--- src/hdl/gtss_pkg.sv ---
`default_nettype none
// ----------------------------------------------------------------------------
// gtss_pkg: shared types, constants and tables for the glyph tone synth
// Request and sample structs, register indexes, state codes, the 8x8 font
// and the sine table entry function.
// ----------------------------------------------------------------------------
package gtss_pkg;

	localparam int NUM_COPIES_DEF = 4;
	localparam int NUM_ROWS       = 8;
	localparam int SINE_DEPTH_DEF = 1024;
	localparam int FONT_DEPTH     = 768;
	localparam int GAIN_W         = 40;
	localparam int GAIN_CHUNK     = 10;
	localparam int GAIN_CHUNKS    = GAIN_W / GAIN_CHUNK;
	localparam int QUO_W          = 16;
	localparam logic [63:0] PI_HALF_Q30 = 64'd1686629713;
	localparam logic [31:0] BASE_STEP_RST      = 32'd1558264779;
	localparam logic [31:0] ROW_STEP_RST       = 32'd48695774;
	localparam logic [31:0] COPY_STEP_RST      = 32'd12173944;
	localparam logic [15:0] PIXEL_WIDTH_RST    = 16'd11025;
	localparam logic [15:0] FADE_IN_END_RST    = 16'd2757;
	localparam logic [15:0] FADE_OUT_START_RST = 16'd8268;
	localparam logic [23:0] FADE_SLOPE_RST     = 24'd6152;
	localparam logic [7:0]  CHAR_FIRST         = 8'd32;
	localparam logic [7:0]  CHAR_LAST          = 8'd127;

	typedef enum logic [0:0] {
		REQ_LOAD = 1'b0,
		REQ_TICK = 1'b1
	} req_kind_t;

	typedef enum logic [2:0] {
		REG_BASE_STEP,
		REG_ROW_STEP,
		REG_COPY_STEP,
		REG_PIXEL_WIDTH,
		REG_FADE_IN_END,
		REG_FADE_OUT_START,
		REG_FADE_SLOPE
	} cfg_reg_t;

	typedef enum logic [2:0] {
		ST_IDLE,
		ST_PREP,
		ST_OSC,
		ST_SCALE,
		ST_MUL,
		ST_CLAMP,
		ST_DIV,
		ST_DONE
	} gtss_state_t;

	typedef struct packed {
		logic [0:0] req_type;
		logic [7:0] char_code;
	} item_t;

	typedef struct packed {
		logic signed [15:0] audio_out;
		logic               active;
		logic               glyph_last;
	} smp_t;

	typedef struct packed {
		logic load;
		logic start;
		logic scale;
		logic mul_step;
		logic div_init;
		logic div_step;
		logic finish;
	} gtss_cmd_t;

	typedef struct packed {
		logic busy;
		logic osc_done;
		logic mul_done;
		logic div_done;
		logic out_free;
	} gtss_sts_t;

	typedef logic [7:0] font_rom_t [FONT_DEPTH];

	localparam font_rom_t FONT_ROM = '{
		8'h00, 8'h00, 8'h00, 8'h00, 8'h00, 8'h00, 8'h00, 8'h00, 8'h18, 8'h18, 8'h18, 8'h18,
		8'h00, 8'h00, 8'h18, 8'h00, 8'h66, 8'h66, 8'h66, 8'h00, 8'h00, 8'h00, 8'h00, 8'h00,
		8'h66, 8'h66, 8'hff, 8'h66, 8'hff, 8'h66, 8'h66, 8'h00, 8'h18, 8'h3e, 8'h60, 8'h3c,
		8'h06, 8'h7c, 8'h18, 8'h00, 8'h62, 8'h66, 8'h0c, 8'h18, 8'h30, 8'h66, 8'h46, 8'h00,
		8'h3c, 8'h66, 8'h3c, 8'h38, 8'h67, 8'h66, 8'h3f, 8'h00, 8'h06, 8'h0c, 8'h18, 8'h00,
		8'h00, 8'h00, 8'h00, 8'h00, 8'h0c, 8'h18, 8'h30, 8'h30, 8'h30, 8'h18, 8'h0c, 8'h00,
		8'h30, 8'h18, 8'h0c, 8'h0c, 8'h0c, 8'h18, 8'h30, 8'h00, 8'h00, 8'h66, 8'h3c, 8'hff,
		8'h3c, 8'h66, 8'h00, 8'h00, 8'h00, 8'h18, 8'h18, 8'h7e, 8'h18, 8'h18, 8'h00, 8'h00,
		8'h00, 8'h00, 8'h00, 8'h00, 8'h00, 8'h18, 8'h18, 8'h30, 8'h00, 8'h00, 8'h00, 8'h7e,
		8'h00, 8'h00, 8'h00, 8'h00, 8'h00, 8'h00, 8'h00, 8'h00, 8'h00, 8'h18, 8'h18, 8'h00,
		8'h00, 8'h03, 8'h06, 8'h0c, 8'h18, 8'h30, 8'h60, 8'h00, 8'h3c, 8'h66, 8'h6e, 8'h76,
		8'h66, 8'h66, 8'h3c, 8'h00, 8'h18, 8'h18, 8'h38, 8'h18, 8'h18, 8'h18, 8'h7e, 8'h00,
		8'h3c, 8'h66, 8'h06, 8'h0c, 8'h30, 8'h60, 8'h7e, 8'h00, 8'h3c, 8'h66, 8'h06, 8'h1c,
		8'h06, 8'h66, 8'h3c, 8'h00, 8'h06, 8'h0e, 8'h1e, 8'h66, 8'h7f, 8'h06, 8'h06, 8'h00,
		8'h7e, 8'h60, 8'h7c, 8'h06, 8'h06, 8'h66, 8'h3c, 8'h00, 8'h3c, 8'h66, 8'h60, 8'h7c,
		8'h66, 8'h66, 8'h3c, 8'h00, 8'h7e, 8'h66, 8'h0c, 8'h18, 8'h18, 8'h18, 8'h18, 8'h00,
		8'h3c, 8'h66, 8'h66, 8'h3c, 8'h66, 8'h66, 8'h3c, 8'h00, 8'h3c, 8'h66, 8'h66, 8'h3e,
		8'h06, 8'h66, 8'h3c, 8'h00, 8'h00, 8'h00, 8'h18, 8'h00, 8'h00, 8'h18, 8'h00, 8'h00,
		8'h00, 8'h00, 8'h18, 8'h00, 8'h00, 8'h18, 8'h18, 8'h30, 8'h0e, 8'h18, 8'h30, 8'h60,
		8'h30, 8'h18, 8'h0e, 8'h00, 8'h00, 8'h00, 8'h7e, 8'h00, 8'h7e, 8'h00, 8'h00, 8'h00,
		8'h70, 8'h18, 8'h0c, 8'h06, 8'h0c, 8'h18, 8'h70, 8'h00, 8'h3c, 8'h66, 8'h06, 8'h0c,
		8'h18, 8'h00, 8'h18, 8'h00, 8'h3c, 8'h66, 8'h6e, 8'h6e, 8'h60, 8'h62, 8'h3c, 8'h00,
		8'h18, 8'h3c, 8'h66, 8'h7e, 8'h66, 8'h66, 8'h66, 8'h00, 8'h7c, 8'h66, 8'h66, 8'h7c,
		8'h66, 8'h66, 8'h7c, 8'h00, 8'h3c, 8'h66, 8'h60, 8'h60, 8'h60, 8'h66, 8'h3c, 8'h00,
		8'h78, 8'h6c, 8'h66, 8'h66, 8'h66, 8'h6c, 8'h78, 8'h00, 8'h7e, 8'h60, 8'h60, 8'h78,
		8'h60, 8'h60, 8'h7e, 8'h00, 8'h7e, 8'h60, 8'h60, 8'h78, 8'h60, 8'h60, 8'h60, 8'h00,
		8'h3c, 8'h66, 8'h60, 8'h6e, 8'h66, 8'h66, 8'h3c, 8'h00, 8'h66, 8'h66, 8'h66, 8'h7e,
		8'h66, 8'h66, 8'h66, 8'h00, 8'h3c, 8'h18, 8'h18, 8'h18, 8'h18, 8'h18, 8'h3c, 8'h00,
		8'h1e, 8'h0c, 8'h0c, 8'h0c, 8'h0c, 8'h6c, 8'h38, 8'h00, 8'h66, 8'h6c, 8'h78, 8'h70,
		8'h78, 8'h6c, 8'h66, 8'h00, 8'h60, 8'h60, 8'h60, 8'h60, 8'h60, 8'h60, 8'h7e, 8'h00,
		8'h63, 8'h77, 8'h7f, 8'h6b, 8'h63, 8'h63, 8'h63, 8'h00, 8'h66, 8'h76, 8'h7e, 8'h7e,
		8'h6e, 8'h66, 8'h66, 8'h00, 8'h3c, 8'h66, 8'h66, 8'h66, 8'h66, 8'h66, 8'h3c, 8'h00,
		8'h7c, 8'h66, 8'h66, 8'h7c, 8'h60, 8'h60, 8'h60, 8'h00, 8'h3c, 8'h66, 8'h66, 8'h66,
		8'h66, 8'h3c, 8'h0e, 8'h00, 8'h7c, 8'h66, 8'h66, 8'h7c, 8'h78, 8'h6c, 8'h66, 8'h00,
		8'h3c, 8'h66, 8'h60, 8'h3c, 8'h06, 8'h66, 8'h3c, 8'h00, 8'h7e, 8'h18, 8'h18, 8'h18,
		8'h18, 8'h18, 8'h18, 8'h00, 8'h66, 8'h66, 8'h66, 8'h66, 8'h66, 8'h66, 8'h3c, 8'h00,
		8'h66, 8'h66, 8'h66, 8'h66, 8'h66, 8'h3c, 8'h18, 8'h00, 8'h63, 8'h63, 8'h63, 8'h6b,
		8'h7f, 8'h77, 8'h63, 8'h00, 8'h66, 8'h66, 8'h3c, 8'h18, 8'h3c, 8'h66, 8'h66, 8'h00,
		8'h66, 8'h66, 8'h66, 8'h3c, 8'h18, 8'h18, 8'h18, 8'h00, 8'h7e, 8'h06, 8'h0c, 8'h18,
		8'h30, 8'h60, 8'h7e, 8'h00, 8'h3c, 8'h30, 8'h30, 8'h30, 8'h30, 8'h30, 8'h3c, 8'h00,
		8'h00, 8'h00, 8'h00, 8'h00, 8'h00, 8'h00, 8'h00, 8'h00, 8'h3c, 8'h0c, 8'h0c, 8'h0c,
		8'h0c, 8'h0c, 8'h3c, 8'h00, 8'h00, 8'h00, 8'h00, 8'h00, 8'h00, 8'h00, 8'h00, 8'h00,
		8'h00, 8'h00, 8'h00, 8'h00, 8'h00, 8'h00, 8'h00, 8'h00, 8'h00, 8'h00, 8'h00, 8'h00,
		8'h00, 8'h00, 8'h00, 8'h00, 8'h00, 8'h00, 8'h3c, 8'h06, 8'h3e, 8'h66, 8'h3e, 8'h00,
		8'h00, 8'h60, 8'h60, 8'h7c, 8'h66, 8'h66, 8'h7c, 8'h00, 8'h00, 8'h00, 8'h3c, 8'h60,
		8'h60, 8'h60, 8'h3c, 8'h00, 8'h00, 8'h06, 8'h06, 8'h3e, 8'h66, 8'h66, 8'h3e, 8'h00,
		8'h00, 8'h00, 8'h3c, 8'h66, 8'h7e, 8'h60, 8'h3c, 8'h00, 8'h00, 8'h0e, 8'h18, 8'h3e,
		8'h18, 8'h18, 8'h18, 8'h00, 8'h00, 8'h00, 8'h3e, 8'h66, 8'h66, 8'h3e, 8'h06, 8'h7c,
		8'h00, 8'h60, 8'h60, 8'h7c, 8'h66, 8'h66, 8'h66, 8'h00, 8'h00, 8'h18, 8'h00, 8'h38,
		8'h18, 8'h18, 8'h3c, 8'h00, 8'h00, 8'h06, 8'h00, 8'h06, 8'h06, 8'h06, 8'h06, 8'h3c,
		8'h00, 8'h60, 8'h60, 8'h6c, 8'h78, 8'h6c, 8'h66, 8'h00, 8'h00, 8'h38, 8'h18, 8'h18,
		8'h18, 8'h18, 8'h3c, 8'h00, 8'h00, 8'h00, 8'h66, 8'h7f, 8'h7f, 8'h6b, 8'h63, 8'h00,
		8'h00, 8'h00, 8'h7c, 8'h66, 8'h66, 8'h66, 8'h66, 8'h00, 8'h00, 8'h00, 8'h3c, 8'h66,
		8'h66, 8'h66, 8'h3c, 8'h00, 8'h00, 8'h00, 8'h7c, 8'h66, 8'h66, 8'h7c, 8'h60, 8'h60,
		8'h00, 8'h00, 8'h3e, 8'h66, 8'h66, 8'h3e, 8'h06, 8'h06, 8'h00, 8'h00, 8'h7c, 8'h66,
		8'h60, 8'h60, 8'h60, 8'h00, 8'h00, 8'h00, 8'h3e, 8'h60, 8'h3c, 8'h06, 8'h7c, 8'h00,
		8'h00, 8'h18, 8'h7e, 8'h18, 8'h18, 8'h18, 8'h0e, 8'h00, 8'h00, 8'h00, 8'h66, 8'h66,
		8'h66, 8'h66, 8'h3e, 8'h00, 8'h00, 8'h00, 8'h66, 8'h66, 8'h66, 8'h3c, 8'h18, 8'h00,
		8'h00, 8'h00, 8'h63, 8'h6b, 8'h7f, 8'h3e, 8'h36, 8'h00, 8'h00, 8'h00, 8'h66, 8'h3c,
		8'h18, 8'h3c, 8'h66, 8'h00, 8'h00, 8'h00, 8'h66, 8'h66, 8'h66, 8'h3e, 8'h0c, 8'h78,
		8'h00, 8'h00, 8'h7e, 8'h0c, 8'h18, 8'h30, 8'h7e, 8'h00, 8'h00, 8'h00, 8'h00, 8'h00,
		8'h00, 8'h00, 8'h00, 8'h00, 8'h00, 8'h00, 8'h00, 8'h00, 8'h00, 8'h00, 8'h00, 8'h00,
		8'h00, 8'h00, 8'h00, 8'h00, 8'h00, 8'h00, 8'h00, 8'h00, 8'h00, 8'h00, 8'h00, 8'h00,
		8'h00, 8'h00, 8'h00, 8'h00, 8'h00, 8'h00, 8'h00, 8'h00, 8'h00, 8'h00, 8'h00, 8'h00
	};

	// Q1.15 sine of angle t (2^32 = one turn), quadrant folded Taylor series in Q30
	function automatic logic signed [15:0] sine_entry(input logic [31:0] t);
		logic [1:0]  quad;
		logic [63:0] f;
		logic [63:0] x;
		logic [63:0] term;
		logic [63:0] sum;
		logic [63:0] v;
		quad = t[31:30];
		f    = {34'd0, t[29:0]};
		if (quad[0]) begin
			f = 64'h4000_0000 - f;
		end
		x    = (f * PI_HALF_Q30) >> 30;
		term = x;
		sum  = x;
		term = ((((term * x) >> 30) * x) >> 30) / 64'd6;
		sum  = sum - term;
		term = ((((term * x) >> 30) * x) >> 30) / 64'd20;
		sum  = sum + term;
		term = ((((term * x) >> 30) * x) >> 30) / 64'd42;
		sum  = sum - term;
		term = ((((term * x) >> 30) * x) >> 30) / 64'd72;
		sum  = sum + term;
		term = ((((term * x) >> 30) * x) >> 30) / 64'd110;
		sum  = sum - term;
		term = ((((term * x) >> 30) * x) >> 30) / 64'd156;
		sum  = sum + term;
		term = ((((term * x) >> 30) * x) >> 30) / 64'd210;
		sum  = sum - term;
		v = (sum * 64'd32768 + 64'd536870912) >> 30;
		if (v > 64'd32767) begin
			v = 64'd32767;
		end
		return quad[1] ? -$signed(v[15:0]) : $signed(v[15:0]);
	endfunction

endpackage
`default_nettype wire

--- src/hdl/gtss_ctrl.sv ---
`default_nettype none
// ----------------------------------------------------------------------------
// gtss_ctrl: sequencing state machine
// Takes one request at a time; a tick while a glyph sounds steps the datapath
// through oscillator sweep, gain multiply, scale divide and result write.
// ----------------------------------------------------------------------------
module gtss_ctrl (
	input  wire logic               clk,
	input  wire logic               arst_n,
	input  wire logic               item_valid,
	input  wire logic [0:0]         req_type,
	output logic                    item_stall,
	input  wire gtss_pkg::gtss_sts_t sts,
	output gtss_pkg::gtss_cmd_t     cmd
);
	import gtss_pkg::*;

	gtss_state_t state_q;
	gtss_state_t state_nxt;

	always_ff @(posedge clk or negedge arst_n) begin
		if (!arst_n) begin
			state_q <= ST_IDLE;
		end else begin
			state_q <= state_nxt;
		end
	end

	always_comb begin
		state_nxt = state_q;
		unique case (state_q)
			ST_IDLE: begin
				if (item_valid && req_type == REQ_TICK) begin
					state_nxt = sts.busy ? ST_PREP : ST_DONE;
				end
			end
			ST_PREP:  state_nxt = ST_OSC;
			ST_OSC:   if (sts.osc_done) state_nxt = ST_SCALE;
			ST_SCALE: state_nxt = ST_MUL;
			ST_MUL:   if (sts.mul_done) state_nxt = ST_CLAMP;
			ST_CLAMP: state_nxt = ST_DIV;
			ST_DIV:   if (sts.div_done) state_nxt = ST_DONE;
			ST_DONE:  if (sts.out_free) state_nxt = ST_IDLE;
			default:  state_nxt = ST_IDLE;
		endcase
	end

	always_comb begin
		item_stall   = (state_q != ST_IDLE);
		cmd          = '0;
		cmd.load     = (state_q == ST_IDLE) && item_valid && (req_type == REQ_LOAD);
		cmd.start    = (state_q == ST_PREP);
		cmd.scale    = (state_q == ST_SCALE);
		cmd.mul_step = (state_q == ST_MUL);
		cmd.div_init = (state_q == ST_CLAMP);
		cmd.div_step = (state_q == ST_DIV);
		cmd.finish   = (state_q == ST_DONE) && sts.out_free;
	end

endmodule
`default_nettype wire

--- config.mk ---
export PLATFORM = sky130hd
export DESIGN_NAME = gtss_ctrl
export DESIGN_NICKNAME = d
export VERILOG_FILES = /design/src/hdl/gtss_pkg.sv /design/src/hdl/gtss_ctrl.sv
export SDC_FILE = /design/constraint.sdc
export NUM_CORES = 1
export LEC_CHECK = 0
export BUFFER_PORTS_ARGS = -buffer_cell sky130_fd_sc_hd__buf_2
export CAP_MARGIN = 5
export CORE_AREA = 4 4 41 43
export DETAILED_ROUTE_END_ITERATION = 7
export DIE_AREA = 0 0 45 47
export PLACE_DENSITY = 0.5
export SYNTH_ARGS = -nofsm -noshare
export SYNTH_HDL_FRONTEND = slang
export SYNTH_SLANG_ARGS = --single-unit
--- constraint.sdc ---
create_clock -name clk -period 3.6 [get_ports clk]
set_clock_uncertainty 0.15 [all_clocks]
set_input_delay 0.18 -clock clk [delete_from_list [all_inputs] [get_ports clk]]
set_output_delay 0.18 -clock clk [all_outputs]
set_load 0.02 [all_outputs]
==> out/summary.txt <==
Core Region = 1300 um2
Clock Sinks = 3
first-pass iteration count of the detailed router = 2
GR Overflow Total = 0
via/cell ratio = 4.74
CP Data Arrival Time = 1.85 ns
Site Rows = 13
I/O pins = 17
synth warn = 0
Seq/Total Area, Yosys = 0.223
met3 GRT Util = 0.0268
post-CTS setup buffers = 0
via count of the first global-routing pass = 341
TNS Setup = 0 ns
filler instances = 150
P_leak = 0.247 nW
commonest register cell after synthesis = dfrtp_1
final period utilization = 0.523
HP Class = input port to asynchronous set/reset pin
GRT busiest layer = met2
worst slew pin tran = 0.317 ns
mux share of post-synthesis cell area = 0.115
clock buffer depth = 2
Hold Fails Final Rpt = 0
TritonCTS Buffers = 3
most common cell after layout, fill and taps aside = buf_2
die height = 47 um
Mapped Nets = 52
Final Max Tran Viols = 0
Async SR Flop Fraction = 1.00
FF+latch count, synth = 3
biggest regs = state_q: 3 flops
# H-tree levels = 1
Initial DRC Count = 5
routed length per instance = 10.9 um
total track usage = 0.0948
Rel. slew slack = 0.789
Reg with most FFs = state_q
run status = finished clean
clock-pin slew on the worst setup and hold paths = 0.04 ns
die area = 2120 um2
met2 usage = 0.136
die width = 45 um
CTS Root Cell = clkbuf_4
GP Congestion = 0.779
number of antenna diodes = 0
ANT nets after route = 0
unrepaired setup endpoints after global routing = false
layout cell share with drive strength beyond 1 = 0.390
Synth Area in Compound Gates = 0.134
first-pass GRT wire length = 1410 um
Starting Density = 0.259
synthesized area per cell = 8.63 um2
adder-cell share of the synthesized area = 0.149
commonest non-fill, non-tap cells in the layout = 16 x buf_2, 4 x nor2b_1, 4 x ha_1
Detailed Route WL = 808 um
max FFs per register = 3
type of the worst setup path = flip-flop to flip-flop
Area growth, synth to finish = 38.7%
worst-path fanout max = 7
Mapped Cells = 39
min Tclk post-route = 1.88 ns
pwr/cell area = 945 nW/um2
main combinational cell family by area after synthesis = simple AND/OR/NAND/NOR gates
Worst-Skew Late Latency = 0.24 ns
met1 usage = 0.120
# DRC = 0
Setup crit end kind = flip-flop
Distinct cells, synth = 23
Max Clk Rate = 531 MHz
largest net degree at the start of global routing = 12
worst vdd ir = 325 uV
Tot Pwr = 0.441 mW
initial antenna violation count = 0
Synth Area in XOR/XNOR = 0
Post-Syn Area = 337 um2
cts repair resizes = 0
PortBufs = 16
post-synthesis simple-gate area fraction = 0.342
Worst EP required = 3.57 ns
max_cap viols = 0
DP HPWL = 624 um
Worst setup SP type = flip-flop
nets = 73
CTS tree = yes
Final setup viols = 0
via count = 351
EDFF count, synth = 0
[cell type report]
| type | count | area (um2) | share of cell area |
|---|---|---|---|
| Tap cell | 15 | 18.8 | 0.0402 |
| Clock buffer | 4 | 26.3 | 0.0563 |
| Inverter | 2 | 7.51 | 0.0161 |
| Timing Repair Buffer | 17 | 90.1 | 0.193 |
| Sequential cell | 3 | 75.1 | 0.161 |
| Multi-Input combinational cell | 33 | 249 | 0.534 |
[cell usage after synthesis, types with 2 or more instances]
| library cell | n | share of area |
|---|---|---|
| ha_1 | 4 | 0.15 |
| and2_1 | 2 | 0.037 |
| nor3_1 | 2 | 0.030 |
| nor2b_1 | 4 | 0.074 |
| nor2_1 | 2 | 0.022 |
| dfrtp_1 | 3 | 0.22 |
| inv_1 | 2 | 0.022 |
| o21ai_0 | 3 | 0.045 |
| nand2_1 | 2 | 0.022 |
| and2b_1 | 2 | 0.045 |
[worst paths after layout]
path                            start    endpoint  slack [ns]  cells after the start
setup reg to reg           state_q[0]  state_q[1]        1.72                      6
max in group asynchronous      arst_n  state_q[1]        3.08                      2
min in group clk               sts[4]  state_q[2]        0.18                      4
setup / recovery           state_q[0]  state_q[1]        1.72                      6
hold reg to reg            state_q[1]  state_q[1]        0.44                      1
hold / removal                 arst_n  state_q[0]        0.11                      2
[repair_timing]
action                     CTS  global route
hold buffers                 1             0
hold endpoints to repair     3             0
setup endpoints to repair    0             0
[power breakdown]
group | switching, mW | total, mW | internal (mW)
sequential | 0.0282 | 0.0816 | 0.0534
combinational | 0.158 | 0.297 | 0.139
clock | 0.0208 | 0.0626 | 0.0418
total | 0.207 | 0.441 | 0.235
[worst max-delay path, stage by stage, from the launching register on]
cell	delay, ns
dfrtp_1	0.39
inv_1	0.11
ha_1	0.29
and2b_1	0.19
nor3_2	0.05
mux2i_2	0.24
mux2_4	0.32
[per-layer routing]
layer  vias to the layer above  share of wire
li1                        174              -
met1                       159           0.44
met2                        15           0.43
met3                         3           0.10
met4                         0          0.025
met5                         -              0
[metrics by stage]
stage | area (um2) | util | setup WS (ns) | hold slack (ns) | instances
6_report | 467 | 0.359 | 1.72 | 0.112 | 74
5_1_grt | 467 | 0.359 | 1.61 | 0.143 | 74
4_1_cts | 467 | 0.359 | 1.72 | 0.102 | 74
3_5_place_dp | 430 | 0.331 | 1.74 | -0.169 | 69
3_3_place_gp | 430 | 0.331 | 1.72 | -0.169 | 69
2_1_floorplan | 337 | - | 1.82 | -0.266 | 39
[kinds of logic after synthesis]
group | Yosys count
AOI/OAI and AO/OA | 7
muxes | 3
buffers and inverters | 3
adders and majority gates | 4
and+or+nand+nor | 19
DFF | 3
No activity file was read; power rests on OpenSTA's default activity.
